## config.mk

```make
export PLATFORM = sky130hd
export DESIGN_NAME = qkdp_seq
export DESIGN_NICKNAME = d
export VERILOG_FILES = /design/src/rtl/qkdp_pkg.sv /design/src/rtl/qkdp_seq.sv
export SDC_FILE = /design/constraint.sdc
export NUM_CORES = 1
export LEC_CHECK = 0
export BUFFER_PORTS_ARGS = -buffer_cell sky130_fd_sc_hd__buf_2
export CAP_MARGIN = 10
export CELL_PAD_IN_SITES_DETAIL_PLACEMENT = 0
export CELL_PAD_IN_SITES_GLOBAL_PLACEMENT = 2
export CORE_MARGIN = 4
export CORE_UTILIZATION = 29
export DETAILED_ROUTE_END_ITERATION = 10
export GPL_TIMING_DRIVEN = 0
export PLACE_DENSITY = 0.83
export SYNTH_ARGS = -nofsm -noshare
export SYNTH_HDL_FRONTEND = slang
export SYNTH_SLANG_ARGS = --single-unit
export TNS_END_PERCENT = 1
```

## constraint.sdc

```tcl
create_clock -name clk -period 4.2 [get_ports clk]
set_clock_uncertainty 0.05 [all_clocks]
set_input_delay 0.84 -clock clk [delete_from_list [all_inputs] [get_ports clk]]
set_output_delay 0.84 -clock clk [all_outputs]
set_load 0.02 [all_outputs]
```

## src/rtl/qkdp_pkg.sv

```systemverilog
// ============================================================================
// qkdp_pkg
// Shared types and constants for the query/key dot product engine.
// ============================================================================
`default_nettype none

package qkdp_pkg;

  // Default sizing
  localparam int QKDP_MAX_PAIRS = 64;
  localparam int QKDP_MAX_KEYS  = 1024;

  // Field widths
  localparam int ELEM_W      = 32;
  localparam int SCORE_W     = 64;
  localparam int KEY_IDX_W   = 10;
  localparam int HEAD_PAIRS_W = 7;
  localparam int KEY_TOTAL_W = 11;
  localparam int CFG_DATA_W  = 11;
  localparam int CFG_IDX_W   = 1;

  // Reset values of the configuration registers
  localparam logic [HEAD_PAIRS_W-1:0] HEAD_PAIRS_RST = 7'd64;
  localparam logic [KEY_TOTAL_W-1:0]  KEY_TOTAL_RST  = 11'd1024;

  // Configuration register indexes
  typedef enum logic [CFG_IDX_W-1:0] {
    CFG_HEAD_PAIRS = 1'b0,
    CFG_KEY_TOTAL  = 1'b1
  } cfg_idx_t;

  // Item commands
  typedef enum logic {
    CMD_QUERY = 1'b0,
    CMD_KEY   = 1'b1
  } cmd_t;

  // Input item
  typedef struct packed {
    logic                     command;
    logic signed [ELEM_W-1:0] elem_even;
    logic signed [ELEM_W-1:0] elem_odd;
  } in_item_t;

  // Result item
  typedef struct packed {
    logic signed [SCORE_W-1:0] score;
    logic [KEY_IDX_W-1:0]      key_index;
    logic                      last_key;
  } out_item_t;

  // Control that travels with an item down the pipeline
  typedef struct packed {
    logic                 valid;
    logic                 is_key;
    logic                 key_end;
    logic                 last_key;
    logic [KEY_IDX_W-1:0] key_index;
  } stage_ctrl_t;

endpackage

`default_nettype wire

```

## src/rtl/qkdp_seq.sv

```systemverilog
// ============================================================================
// qkdp_seq
// Configuration registers, query/key position tracking and the input stage.
// ============================================================================
`default_nettype none

module qkdp_seq #(
  parameter int MAX_PAIRS = qkdp_pkg::QKDP_MAX_PAIRS,
  parameter int MAX_KEYS  = qkdp_pkg::QKDP_MAX_KEYS,
  localparam int AW  = (MAX_PAIRS > 1) ? $clog2(MAX_PAIRS) : 1,
  localparam int KCW = (MAX_KEYS > 1) ? $clog2(MAX_KEYS) : 1
) (
  input  wire logic                              clk,
  input  wire logic                              rst_n,
  input  wire logic                              cfg_we,
  input  wire logic [qkdp_pkg::CFG_IDX_W-1:0]    cfg_index,
  input  wire logic [qkdp_pkg::CFG_DATA_W-1:0]   cfg_wdata,
  input  wire logic                              accept,
  input  wire logic                              adv,
  input  wire qkdp_pkg::in_item_t                in_data,
  output qkdp_pkg::stage_ctrl_t                  s1_ctrl,
  output logic [AW-1:0]                          s1_addr,
  output logic signed [qkdp_pkg::ELEM_W-1:0]     s1_even,
  output logic signed [qkdp_pkg::ELEM_W-1:0]     s1_odd
);

  logic [qkdp_pkg::HEAD_PAIRS_W-1:0] head_pairs_r;
  logic [qkdp_pkg::KEY_TOTAL_W-1:0]  key_total_r;
  logic [AW-1:0]  qwp_r, qwp_nxt;
  logic [AW-1:0]  kpos_r, kpos_nxt;
  logic [KCW-1:0] kc_r, kc_nxt;
  logic [31:0]    np, nk;
  logic [AW-1:0]  q_pos;
  logic           key_end, key_last, is_key;
  qkdp_pkg::stage_ctrl_t s1_ctrl_r;
  logic [AW-1:0]  s1_addr_r;
  logic signed [qkdp_pkg::ELEM_W-1:0] s1_even_r, s1_odd_r;

  // Configuration writes
  always_ff @(posedge clk) begin
    if (!rst_n) begin
      head_pairs_r <= qkdp_pkg::HEAD_PAIRS_RST;
      key_total_r  <= qkdp_pkg::KEY_TOTAL_RST;
    end else if (cfg_we) begin
      unique case (qkdp_pkg::cfg_idx_t'(cfg_index))
        qkdp_pkg::CFG_HEAD_PAIRS: head_pairs_r <= cfg_wdata[qkdp_pkg::HEAD_PAIRS_W-1:0];
        qkdp_pkg::CFG_KEY_TOTAL:  key_total_r  <= cfg_wdata[qkdp_pkg::KEY_TOTAL_W-1:0];
        default: ;
      endcase
    end
  end

  // Clamp the counts into their legal range
  always_comb begin
    if (head_pairs_r == '0)                      np = 32'd1;
    else if (32'(head_pairs_r) > 32'(MAX_PAIRS)) np = 32'(MAX_PAIRS);
    else                                         np = 32'(head_pairs_r);
    if (key_total_r == '0)                       nk = 32'd1;
    else if (32'(key_total_r) > 32'(MAX_KEYS))   nk = 32'(MAX_KEYS);
    else                                         nk = 32'(key_total_r);
  end

  // Position arithmetic
  always_comb begin
    is_key   = (in_data.command == qkdp_pkg::CMD_KEY);
    q_pos    = (32'(qwp_r) >= np) ? '0 : qwp_r;
    qwp_nxt  = ((32'(q_pos) + 32'd1) >= np) ? '0 : AW'(32'(q_pos) + 32'd1);
    key_end  = (32'(kpos_r) + 32'd1) >= np;
    kpos_nxt = key_end ? '0 : AW'(32'(kpos_r) + 32'd1);
    key_last = (32'(kc_r) + 32'd1) >= nk;
    kc_nxt   = key_last ? '0 : KCW'(32'(kc_r) + 32'd1);
  end

  // Advance positions on each accepted item
  always_ff @(posedge clk) begin
    if (!rst_n) begin
      qwp_r  <= '0;
      kpos_r <= '0;
      kc_r   <= '0;
    end else if (accept) begin
      if (is_key) begin
        kpos_r <= kpos_nxt;
        if (key_end) begin
          kc_r <= kc_nxt;
        end
      end else begin
        qwp_r <= qwp_nxt;
      end
    end
  end

  // Input stage control
  always_ff @(posedge clk) begin
    if (!rst_n) begin
      s1_ctrl_r <= '0;
    end else if (adv) begin
      s1_ctrl_r.valid     <= accept;
      s1_ctrl_r.is_key    <= is_key;
      s1_ctrl_r.key_end   <= is_key && key_end;
      s1_ctrl_r.last_key  <= is_key && key_end && key_last;
      s1_ctrl_r.key_index <= qkdp_pkg::KEY_IDX_W'(kc_r);
    end
  end

  // Input stage payload
  always_ff @(posedge clk) begin
    if (adv) begin
      s1_addr_r <= is_key ? kpos_r : q_pos;
      s1_even_r <= in_data.elem_even;
      s1_odd_r  <= in_data.elem_odd;
    end
  end

  assign s1_ctrl = s1_ctrl_r;
  assign s1_addr = s1_addr_r;
  assign s1_even = s1_even_r;
  assign s1_odd  = s1_odd_r;

endmodule

`default_nettype wire

```

==> flow_metrics.env, run 1 <==
export IMPL_synth_enable_flop_cells=70
export IMPL_cts_tree="done"
export IMPL_synth_seq_cells=124
export IMPL_port_buffer_count=163
export IMPL_worst_path_buf_inv=2
export IMPL_critical_path_top_delay_family="compound AO/OA/AOI/OAI gates"
export IMPL_layout_cells_non_filler=914
export IMPL_timing_hold_violations_final=0
export IMPL_fmax_mhz=254
export IMPL_first_pass_grt_wire_length_um=22500
export IMPL_dpl_cell_count=879
export IMPL_post_synth_instance_area_mm2=0.00551
export IMPL_critPathCaptureType="register"
export IMPL_first_global_vias=4118
export IMPL_drtIter0Drc=204
export IMPL_ys_async_sr_fraction=0
export IMPL_antenna_diode_count=0
export IMPL_flow_area_growth_from_synthesis_pct=31.1
export IMPL_global_route_overflow_total=0
export IMPL_dieArea_mm2=0.0213
export IMPL_cts_root_buffer_cell="clkbuf_16"
export IMPL_clk_pin_slew_worst_paths_ps=60
export IMPL_power_share_combinational=0.099
export IMPL_p_int_mw=2.21
export IMPL_static_leakage_power_nw=3.00
export IMPL_status="finished clean"
export IMPL_worst_setup_path_type="reg2reg"
export IMPL_synth_seq_area_share=0.578
export IMPL_data_arrival_at_the_endpoint_of_the_critical_path_ps=4240
export IMPL_required_ps=4500
export IMPL_psw_mw=0.743
export IMPL_initial_utilization=0.295
export IMPL_postSynthAreaPerCell_um2=11.5
export IMPL_synth_yosys_warnings=0
export IMPL_first_pass_iters=6
export IMPL_timing_final_max_slew_violations=0
export IMPL_drt_antenna_net_count=0
export IMPL_irDropWorstVdd_mv=0.258
export IMPL_max_slew_margin_rel=0.586
export IMPL_grt_util_all_layers=0.134
export IMPL_clockBufferDepth=2
export IMPL_dieHeight_um=146
export IMPL_dr_total_vias=4248
export IMPL_final_period_minus_worst_setup_slack_ps=3940
export IMPL_placementRows=50
export IMPL_power_mw=2.96
export IMPL_power_per_cell_area_mw_per_mm2=409
export IMPL_clkPwrFrac=0.435
export IMPL_power_share_switching=0.251
export IMPL_clk_latency_ps=410
export IMPL_synthesis_nets=597
export IMPL_timing_hold_worst_class="reg2reg"
export IMPL_synth_cells=481
export IMPL_drc=0
export IMPL_post_synth_num_cell_types=52
export IMPL_route_final_wire_length_um=14200
export IMPL_ioPinCount=166
export IMPL_gp_routability_congestion=0.802
export IMPL_path_cells="nor3_2 > a21oi_1 > nor2_2 > ha_1 > nand2b_1 > a2111oi_2 > o31a_1 > or2_1 > buf_6 > nand2_1 > inv_2 > ha_4 > nand3_2 > or2_2 > a21oi_2 > ha_1 > a21oi_1 > o21ai_1 > a21oi_2 > o211ai_1 > a21oi_1 > a31o_2"
export IMPL_critical_path_max_stage_delay_ps=330
export IMPL_maximum_number_of_pins_on_one_net_before_global_route_repair=46
export IMPL_synthFlopType="edfxtp_1"
export IMPL_drive_above_1_share=0.351
export IMPL_die_width_um=146
export IMPL_report_final_setup_viol=0
export IMPL_crit_fanout=7
export IMPL_number_of_sinks_handled_by_clock_tree_synthesis=124
export IMPL_numCtsBuffers=17
export IMPL_worstSetupStartpointType="register"
export IMPL_timing_critical_path_slowest_stage_cell="dfxtp_1"
export IMPL_timing_final_crit_share=0.937
export IMPL_drv_cap=0
export IMPL_share_of_total_power_in_sequential_cells=0.466
export IMPL_grt_antenna_before_repair=2
export IMPL_wl_cell_um=15.5
export IMPL_path_common_cell="a21oi_1"
export IMPL_finalNetCount=784
export IMPL_hpwlAfterDp_um=11100
export IMPL_drt_via_density=4.65
export IMPL_cts_max_level=4
export IMPL_placeableCoreArea_mm2=0.0187
export IMPL_transition_at_the_pin_with_the_smallest_max_transition_slack_ps=621
per-layer routing:
metal / track usage / vias to the layer above / wire length, µm / share of wire
met4: 0.0551 / 4 / 323 / 0.023
met5: 0 / - / 27 / 0.0019
li1: - / 2102 / - / -
met3: 0.0548 / 24 / 1100 / 0.077
met1: 0.163 / 1963 / 6250 / 0.44
met2: 0.210 / 155 / 6490 / 0.46
through the flow:
stage / setup slack (ps) / area, µm² / utilization / TNS (ps) / hold slack (ps)
floorplan: 313 / 5510 / - / 0 / 393
global placement: -389 / 6620 / 0.354 / -1640 / 420
detailed placement: -364 / 6640 / 0.355 / -1480 / 427
CTS: 22.7 / 7200 / 0.385 / 0 / 435
global route: -27.0 / 7230 / 0.386 / -62.0 / 462
finish: 264 / 7230 / 0.386 / 0 / 432
area by class of cell:
class | count | area [µm²]
plain buffers | 22 | 100
clock buffers | 17 | 425
well taps | 234 | 293
clock inverters | 14 | 98.8
flip-flops and latches | 124 | 3180
multi-input cells | 329 | 2240
repair buffers | 168 | 866
fillers | 1808 | 11500
inverters | 6 | 22.5
worst min-delay path, cell delays in order, from the launching register on:
cell and delay (ps):
dfxtp_1 320, nand2_1 50, a21boi_0 60
cells by family (layout without fill, tap and decap cells):
group                      Yosys count  count (layout)  synth area share
muxes                               14              14            0.0257
AOI/OAI and AO/OA                   90              90             0.121
xor gates and xnor gates            12              12            0.0191
adders and majority gates           34              34            0.0772
buffers and inverters               28             227            0.0222
and+or+nand+nor                    179             179             0.158
DFF                                124             124             0.578
timing repair:
action / in CTS / in global routing
setup buffers: 3 / 1
pin swaps: 2 / 3
hold buffers: 0 / 0
endpoints found under the setup margin: 6 / 6
resized for setup: 3 / 7
endpoints found under the hold margin: 0 / 0
power by group through the flow:
stage / combinational (mW) / clock [mW] / sequential (mW)
2_1_floorplan: 0.0858 / 0 / 1.47
3_5_place_dp: 0.291 / 0 / 1.40
6_report: 0.294 / 1.28 / 1.38
3_3_place_gp: 0.286 / 0 / 1.40
4_1_cts: 0.297 / 1.33 / 1.38
5_1_grt: 0.322 / 1.40 / 1.38
registers in the layout (all words and copies together) (netlist names):
signal / count
s1_even: 32
head_pairs_r: 7
s1_ctrl: 14
key_total_r: 11
qwp_r: 6
s1_addr: 6
kc_r: 10
s1_odd: 32
kpos_r: 6
synth_stat cells, types with 2 or more instances:
cell type | n | share of area
or2_2 | 5 | 0.0057
nand2_1 | 93 | 0.063
a21o_1 | 3 | 0.0041
o21ai_0 | 16 | 0.015
o21ai_1 | 2 | 0.0018
xor2_1 | 4 | 0.0064
dfxtp_1 | 54 | 0.20
a21oi_1 | 16 | 0.015
a31o_2 | 3 | 0.0048
o211ai_1 | 8 | 0.011
a211oi_2 | 2 | 0.0045
or3_1 | 5 | 0.0057
nor3b_1 | 2 | 0.0027
and3_1 | 6 | 0.0068
nor2b_1 | 17 | 0.019
ha_1 | 34 | 0.077
inv_1 | 5 | 0.0034
edfxtp_1 | 70 | 0.38
nor2_1 | 10 | 0.0068
xnor2_1 | 8 | 0.013
nand3_1 | 13 | 0.012
o31ai_2 | 6 | 0.014
clkbuf_1 | 14 | 0.0095
a21boi_0 | 19 | 0.026
clkbuf_2 | 2 | 0.0018
nor3_1 | 7 | 0.0064
mux2i_1 | 13 | 0.024
buf_2 | 3 | 0.0027
a2bb2oi_1 | 7 | 0.011
nand4b_1 | 3 | 0.0048
nand2b_1 | 8 | 0.0091
and2_1 | 3 | 0.0034
path summary, 6_finish.rpt:
path / from / end / slack [ps] / depth (start not counted)
max reg2reg: head_pairs_r[5] / qwp_r[5] / 260 / 22
min: key_total_r[2] / key_total_r[2] / 430 / 2
min reg2reg: key_total_r[2] / key_total_r[2] / 430 / 2
max: head_pairs_r[5] / qwp_r[5] / 260 / 22
placed cells by master (no fill, tap or decap), drive strengths merged:
cell,Yosys,layout
buf,6,174
nand2,93,93
edfxtp,70,70
dfxtp,54,54
ha,34,34
clkbuf,16,33
a21boi,20,20
o21ai,18,18
nor2b,17,17
a21oi,17,17
nand3,15,15
mux2i,13,13
clkinv,1,12
nor2,10,10
o211ai,9,9
nand2b,8,8
xnor2,8,8
nor3,8,8
a2bb2oi,7,7
or2,7,7
inv,5,7
and3,6,6
o31ai,6,6
or3,5,5
xor2,4,4
and2,4,4
a31o,3,3
a21o,3,3
nand4b,3,3
a211oi,3,3
nor3b,2,2
a2111oi,1,1
o31a,1,1
mux2,1,1
nor4,1,1
a32o,1,1
a221oi,1,1
clkinvlp,0,1
Note: power is estimated with default switching activity, not from simulation.
==> inputs of run 2 (changes only) <==
- REMOVE_ABC_BUFFERS: unset -> 1
- TNS_END_PERCENT: 1 -> unset
==> run 2 against run 1 <==
Final cell count is 2.0% lower. Sequential share of layout area is 0.099 points higher. Die area stayed put. Largest cell class unchanged.
==> flow_metrics.env, run 2 (synthesis gave the netlist of run 1 again) <==
export IMPL_status="finished clean"
export IMPL_mostFrequentLayoutCell="buf_2"
export IMPL_hpwlAfterDp_um=9830
export IMPL_drt_via_density=4.63
export IMPL_die_width_um=146
export IMPL_grt_antenna_before_repair=0
export IMPL_final_cell_mix="buf_2 (164), nand2_1 (93), edfxtp_1 (70)"
export IMPL_route_final_wire_length_um=13200
export IMPL_global_route_overflow_total=0
export IMPL_max_slew_margin_rel=0.411
export IMPL_required_ps=4510
export IMPL_nFillCells=1815
export IMPL_clockBufferDepth=2
export IMPL_crit_fanout=5
export IMPL_transition_at_the_pin_with_the_smallest_max_transition_slack_ps=884
export IMPL_dieHeight_um=146
export IMPL_irDropWorstVdd_mv=0.207
export IMPL_numCtsBuffers=17
export IMPL_drv_cap=0
export IMPL_multi_input_comb_area_mm2=0.00224
export IMPL_timing_final_max_slew_violations=0
export IMPL_cts_max_level=4
export IMPL_initial_utilization=0.295
export IMPL_dr_total_vias=4152
export IMPL_clk_pin_slew_worst_paths_ps=60
export IMPL_fin_hold_ws_ps=429
export IMPL_flow_area_growth_from_synthesis_pct=30.8
export IMPL_drtIter0Drc=217
export IMPL_fmax_mhz=255
export IMPL_first_pass_grt_wire_length_um=21300
export IMPL_final_period_minus_worst_setup_slack_ps=3920
export IMPL_port_buffer_count=165
export IMPL_placeableCoreArea_mm2=0.0187
export IMPL_power_mw=3.08
export IMPL_cts_root_buffer_cell="clkbuf_16"
export IMPL_dieArea_mm2=0.0213
export IMPL_timing_hold_violations_final=0
export IMPL_ioPinCount=166
export IMPL_wl_cell_um=14.8
export IMPL_timing_final_crit_share=0.933
export IMPL_worstSetupStartpointType="register"
export IMPL_timing_hold_worst_class="reg2reg"
export IMPL_finalNetCount=766
export IMPL_drive_above_1_share=0.355
export IMPL_static_leakage_power_nw=2.99
export IMPL_power_per_cell_area_mw_per_mm2=428
export IMPL_number_of_sinks_handled_by_clock_tree_synthesis=124
export IMPL_worst_slack_ps=282
export IMPL_worst_setup_path_type="reg2reg"
export IMPL_first_pass_iters=4
export IMPL_layout_area_seq_mm2=0.00318
export IMPL_cts_hold_buffers=0
export IMPL_utilization=0.385
export IMPL_antenna_diode_count=0
export IMPL_critPathCaptureType="register"
export IMPL_cts_tree="done"
export IMPL_clk_latency_ps=410
export IMPL_drc=0
export IMPL_drt_antenna_net_count=0
export IMPL_placementRows=50
export IMPL_maximum_number_of_pins_on_one_net_before_global_route_repair=62
export IMPL_grt_util_all_layers=0.125
export IMPL_data_arrival_at_the_endpoint_of_the_critical_path_ps=4230
export IMPL_place_ws_ps=-428
export IMPL_gp_routability_congestion=0.780
export IMPL_report_final_setup_viol=0
export IMPL_first_global_vias=4167
==> run 2: final timing paths <==
check,start,end,slack [ps],depth (start not counted)
max,head_pairs_r[5],qwp_r[5],280,21
min,head_pairs_r[0],head_pairs_r[0],430,2
min reg2reg,head_pairs_r[0],head_pairs_r[0],430,2
max reg2reg,head_pairs_r[5],qwp_r[5],280,21
==> run 2: per-layer routing <==
layer / routed length [µm] / track usage
met5: 0 / 0
met4: 160 / 0.0484
met1: 5920 / 0.147
met2: 6260 / 0.211
met3: 888 / 0.0430
==> run 2: cell type report <==
type,count,share of cell area
clock inverters,14,0.0203
clock buffers,17,0.0590
multi-input cells,329,0.311
well taps,234,0.0406
inverters,6,0.00312
flip-flops and latches,124,0.441
repair buffers,172,0.125
==> run 2: report_power, final <==
part           switching (mW)  internal (mW)  total (mW)
registers              0.0228           1.35        1.38
clock network           0.547          0.871        1.42
logic                   0.181          0.110       0.291
==> run 2: through the flow <==
stage	setup TNS, ps	area, µm²	cells
after floorplan	0	5410	459
after global placement	-1960	6530	858
after detailed placement	-1880	6560	859
after CTS	0	7160	892
after global routing	-24.0	7210	896
final	0	7210	896
==> run 2: worst max-delay path: stages, from the launching register on <==
cell and delay (ps):
dfxtp_1 330, nor3_2 180, a21oi_1 100, nor2_2 120
ha_1 230, nand2b_1 150, a2111oi_2 340, o31a_1 210
or2_4 160, nand2_1 100, inv_2 90, ha_4 160
nand3_1 120, or2_2 310, a21oi_2 150, ha_1 260
a21oi_2 140, o21ai_1 70, a21oi_2 120, o211ai_1 160
a21oi_1 200, a31o_2 110
==> run 2: repair_timing <==
action	4_1_cts	5_1_grt
gates resized for setup	4	6
cloned	0	0
hold endpoints to repair	0	0
endpoints found under the setup margin	6	6
buffers inserted	2	4
pin swaps	1	4
